## config.mk

```make
export PLATFORM = sky130hd
export DESIGN_NAME = utf8_umlaut_transcoder_top_flat
export DESIGN_NICKNAME = d
export VERILOG_FILES = /design/src/rtl/utf_pkg.sv /design/src/rtl/utf_in_if.sv /design/src/rtl/utf_out_if.sv /design/src/rtl/utf_cfg.sv /design/src/rtl/utf_decode.sv /design/src/rtl/utf_emit.sv /design/src/rtl/utf8_umlaut_transcoder_top.sv /design/src/flat_wrapper.sv
export SDC_FILE = /design/constraint.sdc
export NUM_CORES = 1
export LEC_CHECK = 0
export BUFFER_PORTS_ARGS = -buffer_cell sky130_fd_sc_hd__buf_2
export CAP_MARGIN = 15
export CORE_ASPECT_RATIO = 2
export CORE_MARGIN = 2
export CORE_UTILIZATION = 40
export DETAILED_ROUTE_END_ITERATION = 10
export PLACE_DENSITY = 0.71
export SLEW_MARGIN = 5
export SYNTH_ARGS = -nofsm -noshare
export SYNTH_HDL_FRONTEND = slang
export SYNTH_HIERARCHICAL = 1
export SYNTH_SLANG_ARGS = --single-unit
```

## constraint.sdc

```tcl
create_clock -name clk -period 1.95 [get_ports clk]
set_input_delay 0.0975 -clock clk [delete_from_list [all_inputs] [get_ports clk]]
set_output_delay 0.0975 -clock clk [all_outputs]
set_load 0.02 [all_outputs]
```

## src/rtl/utf_pkg.sv

```systemverilog
// ----------------------------------------------------------------------------
// utf_pkg
// Types, constants and byte tables shared by the UTF-8 umlaut transcoder.
// ----------------------------------------------------------------------------
package utf_pkg;

  localparam int NUM_LETTERS = 7;
  localparam int ENT_CHARS   = 5;

  localparam logic [7:0] LEAD_BYTE = 8'hC3;
  localparam logic [7:0] AMP_BYTE  = 8'h26;
  localparam logic [7:0] SEMI_BYTE = 8'h3B;

  // Last index of an entity run for a four-letter and a five-letter name.
  localparam logic [2:0] ENT_LAST_SHORT = 3'd5;
  localparam logic [2:0] ENT_LAST_LONG  = 3'd6;
  localparam logic [2:0] SZLIG_LETTER   = 3'd6;

  localparam logic [2:0] CFG_OUTPUT_FORM = 3'd0;

  localparam logic [7:0] TRAIL_CODE [NUM_LETTERS] =
    '{8'd164, 8'd182, 8'd188, 8'd132, 8'd150, 8'd156, 8'd159};
  localparam logic [7:0] ISO_CODE [NUM_LETTERS] =
    '{8'd228, 8'd246, 8'd252, 8'd196, 8'd214, 8'd220, 8'd223};
  localparam logic [7:0] ENT_TEXT [NUM_LETTERS][ENT_CHARS] = '{
    '{8'h61, 8'h75, 8'h6D, 8'h6C, 8'h00},
    '{8'h6F, 8'h75, 8'h6D, 8'h6C, 8'h00},
    '{8'h75, 8'h75, 8'h6D, 8'h6C, 8'h00},
    '{8'h41, 8'h75, 8'h6D, 8'h6C, 8'h00},
    '{8'h4F, 8'h75, 8'h6D, 8'h6C, 8'h00},
    '{8'h55, 8'h75, 8'h6D, 8'h6C, 8'h00},
    '{8'h73, 8'h7A, 8'h6C, 8'h69, 8'h67}
  };

  typedef struct packed {
    logic       entity;
    logic       prefix;
    logic [2:0] letter;
    logic [7:0] data;
    logic [2:0] last_idx;
  } run_desc_t;

  function automatic logic [7:0] run_byte(run_desc_t run, logic [2:0] idx);
    logic [2:0] pos;
    logic [7:0] b;
    pos = idx - 3'd1;
    if (run.entity) begin
      if (idx == 3'd0) begin
        b = AMP_BYTE;
      end else if (idx == run.last_idx) begin
        b = SEMI_BYTE;
      end else begin
        b = ENT_TEXT[run.letter][pos];
      end
    end else if (run.prefix && idx == 3'd0) begin
      b = LEAD_BYTE;
    end else begin
      b = run.data;
    end
    return b;
  endfunction

endpackage

```

## src/rtl/utf_in_if.sv

```systemverilog
// ----------------------------------------------------------------------------
// utf_in_if
// Input byte channel with valid/ready handshake.
// ----------------------------------------------------------------------------
interface utf_in_if;
  logic       valid;
  logic       ready;
  logic [7:0] in_byte;

  modport source (output valid, output in_byte, input ready);
  modport sink (input valid, input in_byte, output ready);
endinterface

```

## src/rtl/utf_out_if.sv

```systemverilog
// ----------------------------------------------------------------------------
// utf_out_if
// Output byte channel with valid/ready handshake and end-of-run mark.
// ----------------------------------------------------------------------------
interface utf_out_if;
  logic       valid;
  logic       ready;
  logic [7:0] out_byte;
  logic       run_last;

  modport source (output valid, output out_byte, output run_last, input ready);
  modport sink (input valid, input out_byte, input run_last, output ready);
endinterface

```

## src/rtl/utf_cfg.sv

```systemverilog
// ----------------------------------------------------------------------------
// utf_cfg
// APB-style register port holding the output form select.
// ----------------------------------------------------------------------------
module utf_cfg (
  input  logic        clk,
  input  logic        rst,
  input  logic        psel,
  input  logic        penable,
  input  logic        pwrite,
  input  logic [2:0]  paddr,
  input  logic [31:0] pwdata,
  output logic [31:0] prdata,
  output logic        pready,
  output logic        output_form
);
  import utf_pkg::*;

  logic sel_form;

  assign sel_form = ({paddr[2], 2'b00} == CFG_OUTPUT_FORM);
  assign pready   = 1'b1;
  assign prdata   = sel_form ? {31'd0, output_form} : 32'd0;

  always_ff @(posedge clk) begin
    if (rst) begin
      output_form <= 1'b0;
    end else if (psel && penable && pwrite && sel_form) begin
      output_form <= pwdata[0];
    end
  end
endmodule

```

## src/rtl/utf_decode.sv

```systemverilog
// ----------------------------------------------------------------------------
// utf_decode
// Classifies an input byte against the held lead and builds the run of
// output bytes it causes.
// ----------------------------------------------------------------------------
module utf_decode (
  input  logic              clk,
  input  logic              rst,
  input  logic              accept,
  input  logic [7:0]        in_byte,
  input  logic              output_form,
  output logic              has_run,
  output utf_pkg::run_desc_t desc
);
  import utf_pkg::*;

  logic       lead_pending;
  logic       lead_pending_next;
  logic       hit;
  logic [2:0] letter;

  always_comb begin
    hit    = 1'b0;
    letter = 3'd0;
    for (int k = 0; k < NUM_LETTERS; k++) begin
      if (in_byte == TRAIL_CODE[k]) begin
        hit    = 1'b1;
        letter = 3'(k);
      end
    end
  end

  always_comb begin
    desc              = '0;
    desc.letter       = letter;
    desc.data         = in_byte;
    has_run           = 1'b1;
    lead_pending_next = 1'b0;
    if (lead_pending && hit) begin
      if (output_form) begin
        desc.entity   = 1'b1;
        desc.last_idx = (letter == SZLIG_LETTER) ? ENT_LAST_LONG : ENT_LAST_SHORT;
      end else begin
        desc.data = ISO_CODE[letter];
      end
    end else if (lead_pending) begin
      desc.prefix = 1'b1;
      if (in_byte == LEAD_BYTE) begin
        lead_pending_next = 1'b1;
      end else begin
        desc.last_idx = 3'd1;
      end
    end else if (in_byte == LEAD_BYTE) begin
      has_run           = 1'b0;
      lead_pending_next = 1'b1;
    end
  end

  always_ff @(posedge clk) begin
    if (rst) begin
      lead_pending <= 1'b0;
    end else if (accept) begin
      lead_pending <= lead_pending_next;
    end
  end
endmodule

```

## src/rtl/utf_emit.sv

```systemverilog
// ----------------------------------------------------------------------------
// utf_emit
// Run register and output register: steps through a run one byte per
// transfer and takes the next run as the current one finishes.
// ----------------------------------------------------------------------------
module utf_emit (
  input  logic               clk,
  input  logic               rst,
  input  logic               in_valid,
  output logic               in_ready,
  input  logic               has_run,
  input  utf_pkg::run_desc_t desc,
  input  logic               out_ready,
  output logic               out_valid,
  output logic [7:0]         out_byte,
  output logic               run_last
);
  import utf_pkg::*;

  run_desc_t  run;
  logic       run_valid;
  logic [2:0] idx;
  logic       load;
  logic       fin;
  logic       accept;

  assign load     = run_valid && (!out_valid || out_ready);
  assign fin      = load && (idx == run.last_idx);
  assign in_ready = !run_valid || fin;
  assign accept   = in_valid && in_ready;

  always_ff @(posedge clk) begin
    if (rst) begin
      run_valid <= 1'b0;
      idx       <= 3'd0;
      out_valid <= 1'b0;
    end else begin
      if (accept) begin
        run_valid <= has_run;
        idx       <= 3'd0;
      end else if (fin) begin
        run_valid <= 1'b0;
      end else if (load) begin
        idx <= idx + 3'd1;
      end
      if (load) begin
        out_valid <= 1'b1;
      end else if (out_ready) begin
        out_valid <= 1'b0;
      end
    end
  end

  always_ff @(posedge clk) begin
    if (accept) begin
      run <= desc;
    end
    if (load) begin
      out_byte <= run_byte(run, idx);
      run_last <= (idx == run.last_idx);
    end
  end
endmodule

```

## src/rtl/utf8_umlaut_transcoder_top.sv

```systemverilog
// ----------------------------------------------------------------------------
// utf8_umlaut_transcoder_top
// Rewrites UTF-8 German umlauts and sharp s as ISO-8859-1 bytes or HTML
// entities, one output byte per transfer.
// ----------------------------------------------------------------------------
// Each input byte is decoded as it is taken into a run register, and the run
// is sent one byte per cycle, while the output is not stalled, through an
// output register. While the output is not stalled, bytes that each cause
// one output byte are accepted in every cycle. A held 0xC3 lead followed by
// a byte that is not a trail byte gives a run of two bytes, or of one byte
// when that byte is another lead. A trail byte after the lead gives one byte
// in ISO-8859-1 form and a run of six or seven bytes in entity form. During a
// run of several bytes the input waits until the last byte of the run is
// loaded into the output register. A lone lead byte gives no output.
// output_form is register 0 at byte address 0.
module utf8_umlaut_transcoder_top (
  input  logic        clk,
  input  logic        rst,
  utf_in_if.sink      in_ch,
  utf_out_if.source   out_ch,
  input  logic        psel,
  input  logic        penable,
  input  logic        pwrite,
  input  logic [2:0]  paddr,
  input  logic [31:0] pwdata,
  output logic [31:0] prdata,
  output logic        pready
);
  import utf_pkg::*;

  logic      output_form;
  logic      has_run;
  logic      accept;
  run_desc_t desc;

  assign accept = in_ch.valid && in_ch.ready;

  utf_cfg u_cfg (
    .clk         (clk),
    .rst         (rst),
    .psel        (psel),
    .penable     (penable),
    .pwrite      (pwrite),
    .paddr       (paddr),
    .pwdata      (pwdata),
    .prdata      (prdata),
    .pready      (pready),
    .output_form (output_form)
  );

  utf_decode u_decode (
    .clk         (clk),
    .rst         (rst),
    .accept      (accept),
    .in_byte     (in_ch.in_byte),
    .output_form (output_form),
    .has_run     (has_run),
    .desc        (desc)
  );

  utf_emit u_emit (
    .clk       (clk),
    .rst       (rst),
    .in_valid  (in_ch.valid),
    .in_ready  (in_ch.ready),
    .has_run   (has_run),
    .desc      (desc),
    .out_ready (out_ch.ready),
    .out_valid (out_ch.valid),
    .out_byte  (out_ch.out_byte),
    .run_last  (out_ch.run_last)
  );
endmodule

```

## src/flat_wrapper.sv

```systemverilog
// flat-port wrapper written by rule: the top's interface ports become plain ports
module utf8_umlaut_transcoder_top_flat import utf_pkg::*;
  (clk, rst, psel, penable, pwrite, paddr, pwdata, prdata, pready, in_ch_valid, in_ch_in_byte, in_ch_ready, out_ch_valid, out_ch_out_byte, out_ch_run_last, out_ch_ready);
  utf_in_if in_ch_i ();
  utf_out_if out_ch_i ();
  input  logic clk;
  input  logic rst;
  input  logic psel;
  input  logic penable;
  input  logic pwrite;
  input  logic [2:0] paddr;
  input  logic [31:0] pwdata;
  output logic [31:0] prdata;
  output logic pready;
  input wire logic [$bits(in_ch_i.valid)-1:0] in_ch_valid;
  input wire logic [$bits(in_ch_i.in_byte)-1:0] in_ch_in_byte;
  output wire logic [$bits(in_ch_i.ready)-1:0] in_ch_ready;
  output wire logic [$bits(out_ch_i.valid)-1:0] out_ch_valid;
  output wire logic [$bits(out_ch_i.out_byte)-1:0] out_ch_out_byte;
  output wire logic [$bits(out_ch_i.run_last)-1:0] out_ch_run_last;
  input wire logic [$bits(out_ch_i.ready)-1:0] out_ch_ready;
  assign in_ch_i.valid = in_ch_valid;
  assign in_ch_i.in_byte = in_ch_in_byte;
  assign in_ch_ready = in_ch_i.ready;
  assign out_ch_valid = out_ch_i.valid;
  assign out_ch_out_byte = out_ch_i.out_byte;
  assign out_ch_run_last = out_ch_i.run_last;
  assign out_ch_i.ready = out_ch_ready;
  utf8_umlaut_transcoder_top u_core (.clk(clk), .rst(rst), .in_ch(in_ch_i), .out_ch(out_ch_i), .psel(psel), .penable(penable), .pwrite(pwrite), .paddr(paddr), .pwdata(pwdata), .prdata(prdata), .pready(pready));
endmodule
```

# [Word-level counts from Yosys, hierarchy flattened]
# Memory sizes are Yosys's and may differ from the RTL's.
# Index checks and enable logic that the tools add are counted.
[totals] reg_bits=32 romBits=384 in_bits=50 out_inout_bits=44 elab_cells=94 n_memories=2
[memory_table] name="(name not given)" depth=8 width=40 rd=1 rd_ports_with_merged_regs=0 write_ports=0 line_no="utf_pkg.sv:53" rtl="b = ENT_TEXT[run.letter][pos];"
[memory_table] name="(name not given)" depth=8 width=8 rd=1 rd_ports_with_merged_regs=0 write_ports=0 line_no="utf_decode.sv:44" rtl="desc.data = ISO_CODE[letter];"
[op_classes] n_addsub=2 order_cmp=3 n_eq_ne=10 n_mux=43 bitwise_logic=5 reduce_logical=17
[op_table] op="$mux W40" n=2
[op_table] op="$mux W8" n=10
[op_table] op="$eq A8 B8 Y1 const B" n=8
[op_table] op="$bmux W8 S3" n=1
[op_table] op="$mux W1" n=22
[op_table] op="$mux W3" n=7
[op_table] op="$ge A4 B4 Y1 const B" n=3
[op_table] op="$not A3 Y4" n=3
[op_table] op="$logic_and A1 B1 Y1" n=8
[op_table] op="$reduce_bool A2 Y1" n=2
[op_table] op="$add A3 B1 Y3 const B" n=1
[op_table] op="$eq A3 B3 Y1" n=1
[op_table] op="$eq A3 B3 Y1 const B" n=1
[op_table] op="$logic_not A3 Y1" n=1
[op_table] op="$sub A3 B1 Y3 const B" n=1
[op_table] op="$logic_not A1 Y1" n=2
[op_table] op="$logic_or A1 B1 Y1" n=2
[op_table] op="$mux W2" n=1
[op_table] op="$not A1 Y1" n=2
[op_table] op="$reduce_and A2 Y1" n=1
[op_table] op="$reduce_or A2 Y1" n=1

# [Longest topological paths before layout]
[logic_depth] word_depth=13 mapped_depth=9

# [By module]
# Netlist, hierarchy kept.
[by_module_without_submodules] mod="utf_emit" n_inst=1 cells_per_inst=119 area_each_um2=1477.7 seq_area_each_um2=850.8
[by_module_without_submodules] mod="utf_decode" n_inst=1 cells_per_inst=75 area_each_um2=531.8 seq_area_each_um2=20.0
[by_module_without_submodules] mod="utf_cfg" n_inst=1 cells_per_inst=40 area_each_um2=309.0 seq_area_each_um2=20.0
[by_module_without_submodules] mod="utf8_umlaut_transcoder_top" n_inst=1 cells_per_inst=1 area_each_um2=6.3 seq_area_each_um2=0.0

# [Worst setup path before layout]
# OpenSTA, ideal clock, no wires.
[synth_timing] kind="flip-flop to flip-flop" startpoint="reg u_core.u_emit.idx[2]" endpoint="reg u_core/u_emit/run[0] in the netlist's numbering, enable pin" setup_time_ps=377 arrival_ps=1867 t_required_ps=1573 slack_ps=-294 path_stages_with_launch=5 n_path_buf=1 period_less_slack_ps=2244 path_cell_list="dfxtp_1 -> buf_4 -> xor2_2 -> o41ai_2 -> and2_1"
[synth_via] elab_chain_len=4
[synth_rtl] item="start, declared" line_no="utf_emit.sv:22" rtl="logic [2:0] idx;"
[synth_rtl] item="start signal, assigned" line_no="utf_emit.sv:44" rtl="idx <= idx + 3'd1;"
[synth_rtl] item="$eq A3 B3 Y1" line_no="utf_emit.sv:28" rtl="assign fin = load && (idx == run.last_idx);"
[synth_rtl] item="$logic_and A1 B1 Y1" line_no="utf_emit.sv:28"
[synth_rtl] item="$logic_or A1 B1 Y1" line_no="utf_emit.sv:29" rtl="assign in_ready = !run_valid || fin;"
[synth_rtl] item="named net in_ch_ready" line_no="flat_wrapper.sv:17" rtl="output wire logic [$bits(in_ch_i.ready)-1:0] in_ch_ready;"
[synth_rtl] item="$logic_and A1 B1 Y1" line_no="utf_emit.sv:30" rtl="assign accept = in_valid && in_ready;"
[synth_rtl] item="named net u_core.u_emit.accept" line_no="utf_emit.sv:25" rtl="logic accept;"
[synth_rtl] item="end signal, assigned" line_no="utf_emit.sv:56" rtl="run <= desc;"
[synth_rtl] item="end, declared" line_no="utf_emit.sv:20" rtl="run_desc_t run;"
# The timed path passes the listed nets, and every way through them passes these cells.
# A chain may end at the register's enable or synchronous reset.

# [Worst setup path after layout]
[layout_timing] startpoint="reg u_core.u_emit.idx[0]" endpoint="reg u_core.u_emit.out_byte[0], data pin"
[layout_via] elab_chain_len=8 elab_cells_between_ends=12 cone_classes="add/sub (1); eq/ne (1); mux (7); bitwise (1); reduce/logical (2)"
[layout_rtl] item="$sub A3 B1 Y3" line_no="utf_pkg.sv:46" rtl="pos = idx - 3'd1;"
[layout_rtl] item="$not A3 Y4 (not written as such)" line_no="utf_pkg.sv:53"
[layout_rtl] item="$bmux W8 S3" line_no="utf_pkg.sv:53"
[layout_rtl] item="$mux W8 (not written as such) (2 in series)" line_no="utf_pkg.sv:53"
[layout_rtl] item="$mux W8" line_no="utf_pkg.sv:50" rtl="end else if (idx == run.last_idx) begin"
[layout_rtl] item="$mux W8" line_no="utf_pkg.sv:48" rtl="if (idx == 3'd0) begin"
[layout_rtl] item="$mux W8 *" line_no="utf_pkg.sv:47" rtl="if (run.entity) begin"
[layout_rtl] item="end signal, assigned" line_no="utf_emit.sv:59" rtl="out_byte <= run_byte(run, idx);"
[layout_rtl] item="end, declared" line_no="utf_emit.sv:15" rtl="output logic [7:0] out_byte,"
# Mark *: on every way between the ends. The rest lies on a longest branch, timed or not. The select of a mux whose other input is x is not followed.

==> results.md <==
- WL per Instance: 13.4 µm
- Post-synthesis mux area share: 3.07%
- Share of flip-flops with an asynchronous set or reset: 0%
- Pin count of the biggest net entering global routing: 20
- GR Overflow Total: 0
- Die area: 6470 µm²
- Violation count after the first detailed-route iteration: 43
- CP required: 1960 ps
- Crit Reg-Reg Startpoint: u_core/u_emit/idx[0]
- Maximum VDD drop: 613 µV
- Total negative slack: 0 ps
- TritonCTS clock tree: yes
- Initial antenna violation count: 0
- Worst Setup Start Kind: flip-flop
- Xor/xnor share of the synthesized area: 3.98%
- CP max stage delay: 400 ps
- Std-Cell Rows: 39
- Final core occ: 46.7%
- Number of flops mapped to enable cells by yosys: 25
- Share of cells above drive strength 1: 23.9%
- Clock tree sinks: 32
- Outcome: finished, final reports clean
- Clk slew on worst S/H paths: 50 ps
- Simple-Gate Fraction of Synth Area: 20.1%
- CP cell instances: inv_1 -> ha_1 -> nor2_1 -> mux2_2 -> a221oi_1 -> o22ai_1
- Global Route Usage Sum: 14.3%
- Detail Route Antenna Nets: 0
- Hold Path Class: input pin to flip-flop
- Pwr Density: 758 nW/µm²
- Root Driver: clkbuf_16
- Die Span Y: 112 µm
- PortBufs: 28
- Flops & latches, synth: 32
- Setup bufs post-CTS: 0
- Crit path time final: 1850 ps
- Worst path bufs/invs: 1
- Relative slew slack: 63.6%
- Die X: 57.9 µm
- Clock skew: 2.06 ps
- Post-route cell area: 2640 µm²
- First drt pass iteration count: 4
- Cts bufs inserted: 5
- Largest family of logic cells by synthesized area: simple AND/OR/NAND/NOR gates
- Vias: 1,730
- Max-slew violation count: 0
- Compound-Gate Fraction of Synth Area: 13.1%
- Final WS setup: 105 ps
- Worst Hold Launch: in_ch_in_byte[2]
- Worst Max-Slew Pin Slew: 542 ps
- Crit path max-delay family: compound AO/OA/AOI/OAI gates
- RSZ-0062 raised after global routing: false
- Vias in the first global route: 1,639
- GP Congestion: 0.864
- Drt total wl: 4410 µm
- Final hold viol count: 0
- Dpl cell area: 2480 µm²
- Synth cell types: 59
- DRC errors left: 0
- Final setup fails: 0
- Register area share after synthesis: 38.3%
- Hold_buf cts: 0
- Max Cap Violations: 0
- Pleak: 1.10 nW
- CP max FO: 4
- Clk_lat worst skew: 280 ps
- Post-synth top flop: edfxtp_1
- Starting density of the core: 41.1%
- H-tree level count: 2
- Ys Warns: 6
- Worst setup path start: u_core/u_emit/idx[0]
- Post-CTS Resized: 0
- CP Capture Type: flip-flop
- Area delta synth->final: 13.7%
- Fmax achieved: 542 MHz
- Mapped Cells: 235
- Clock Path Buffers: 2
- Synth Cell Area: 2320 µm²
- Post-detail-place hpwl: 3470 µm
- Syn Area/Cell: 9.89 µm²
- Crit path kind: flip-flop to flip-flop
- Core area: 5660 µm²
- Vias per std cell: 5.26
- Io pins: 94
- Antenna diodes: 0
- Crit-path slowest cell: a221oi_1
- Placement Setup Slack: 70.9 ps
- Tcrit/Tclk final: 94.6%
- Worst EP arrival: 1850 ps
- Adder-Cell Fraction of Synth Area: 5.92%
- First-pass GRT wire length: 7010 µm
- Nets: 328
-- state kept, by name, summed over array words and instances (netlist names) --
signal,flops
u_core/u_emit/run,16
u_core/u_emit/out_byte,8
u_core/u_emit/idx,3
u_core/u_cfg/output_form,1
u_core/u_decode/lead_pending,1
u_core/u_emit/out_valid,1
u_core/u_emit/run_last,1
u_core/u_emit/run_valid,1
-- worst paths after layout --
check,cells after the start,endpoint,slack [ps]
max reg2reg,6,u_core/u_emit/out_byte[0],100
min,1,u_core/u_emit/run[5],40
max,6,u_core/u_emit/out_byte[0],100
min reg2reg,2,u_core/u_emit/out_byte[3],520
-- kinds of logic after synthesis --
logic type | Yosys count
simple gates | 76
flops | 32
xor+xnor | 8
compound gates | 41
buf+inv | 58
other cells | 2
fa+ha+maj | 11
mux | 7
-- Yosys cell counts, types with 2 or more instances --
library cell | number | area share, %
and2_1 | 4 | 1.1
mux2i_1 | 6 | 2.6
nor3_1 | 5 | 1.1
ha_1 | 11 | 5.9
o21ai_0 | 5 | 1.1
o22ai_1 | 2 | 0.54
o211ai_1 | 3 | 0.97
nor2b_1 | 3 | 0.81
inv_1 | 11 | 1.8
a221oi_1 | 2 | 0.75
o31ai_1 | 2 | 0.65
a31oi_1 | 4 | 1.1
nand2_1 | 8 | 1.3
nor2_1 | 14 | 2.3
or3_1 | 2 | 0.54
buf_4 | 35 | 11
nand3_1 | 4 | 0.86
nand2b_1 | 10 | 2.7
and4_1 | 2 | 0.75
xnor2_1 | 2 | 0.75
clkbuf_1 | 7 | 1.1
xor2_2 | 3 | 2.1
edfxtp_1 | 25 | 32
nor4_1 | 2 | 0.54
nand4b_1 | 2 | 0.75
a21oi_1 | 9 | 1.9
o32ai_1 | 3 | 1.1
and3b_1 | 2 | 0.75
xor2_1 | 3 | 1.1
buf_2 | 4 | 0.86
conb_1 | 2 | 0.32
nand3b_1 | 5 | 1.6
dfxtp_1 | 7 | 6.0
-- area by class of cell --
class / count / area [µm²]
Clock buffer: 6 / 129
Clock inverter: 2 / 35.0
Fill cell: 552 / 3020
Inverter: 11 / 41.3
Multi-Input combinational cell: 175 / 1210
Sequential cell: 32 / 891
Tap cell: 61 / 76.3
Timing Repair Buffer: 42 / 258
-- routing by layer --
| layer | vias up | track usage (%) | wire (µm) |
|---|---|---|---|
| met3 | 11 | 2.32 | 154 |
| met4 | 0 | 12.4 | 215 |
| li1 | 834 | - | - |
| met5 | - | 0 | 0 |
| met2 | 60 | 28.0 | 2650 |
| met1 | 825 | 10.8 | 1400 |
-- cells in the final DEF (no fill, tap or decap), types with 3 or more instances in the layout --
cell       instances
ha_1              11
clkbuf_16          5
dfxtp_1            7
o21ai_0            5
nand2b_1          10
buf_4             13
o32ai_1            3
o211ai_1           3
edfxtp_1          25
and2_1             3
nand2_1            8
nand3_1            4
nor3_1             5
buf_2             28
a21oi_1            9
xor2_2             4
mux2i_1            6
conb_1            32
a31oi_1            4
nor2b_1            3
nor2_1            14
inv_1             11
nand3b_1           5
-- report_power, final --
part	switching (W)	internal, W
logic	0.000224	0.000111
registers	0.0000184	0.000782
clock network	0.000268	0.000599
total	0.000510	0.00149
-- through the flow --
step,hold slack (ps),power [W],instances
5_1_grt,38.9,0.00208,329
6_report,36.2,0.00200,329
2_1_floorplan,167,0.00110,265
3_3_place_gp,317,0.00114,321
3_5_place_dp,321,0.00115,321
4_1_cts,33.1,0.00201,329
No activity file was read; power rests on OpenSTA's default activity.
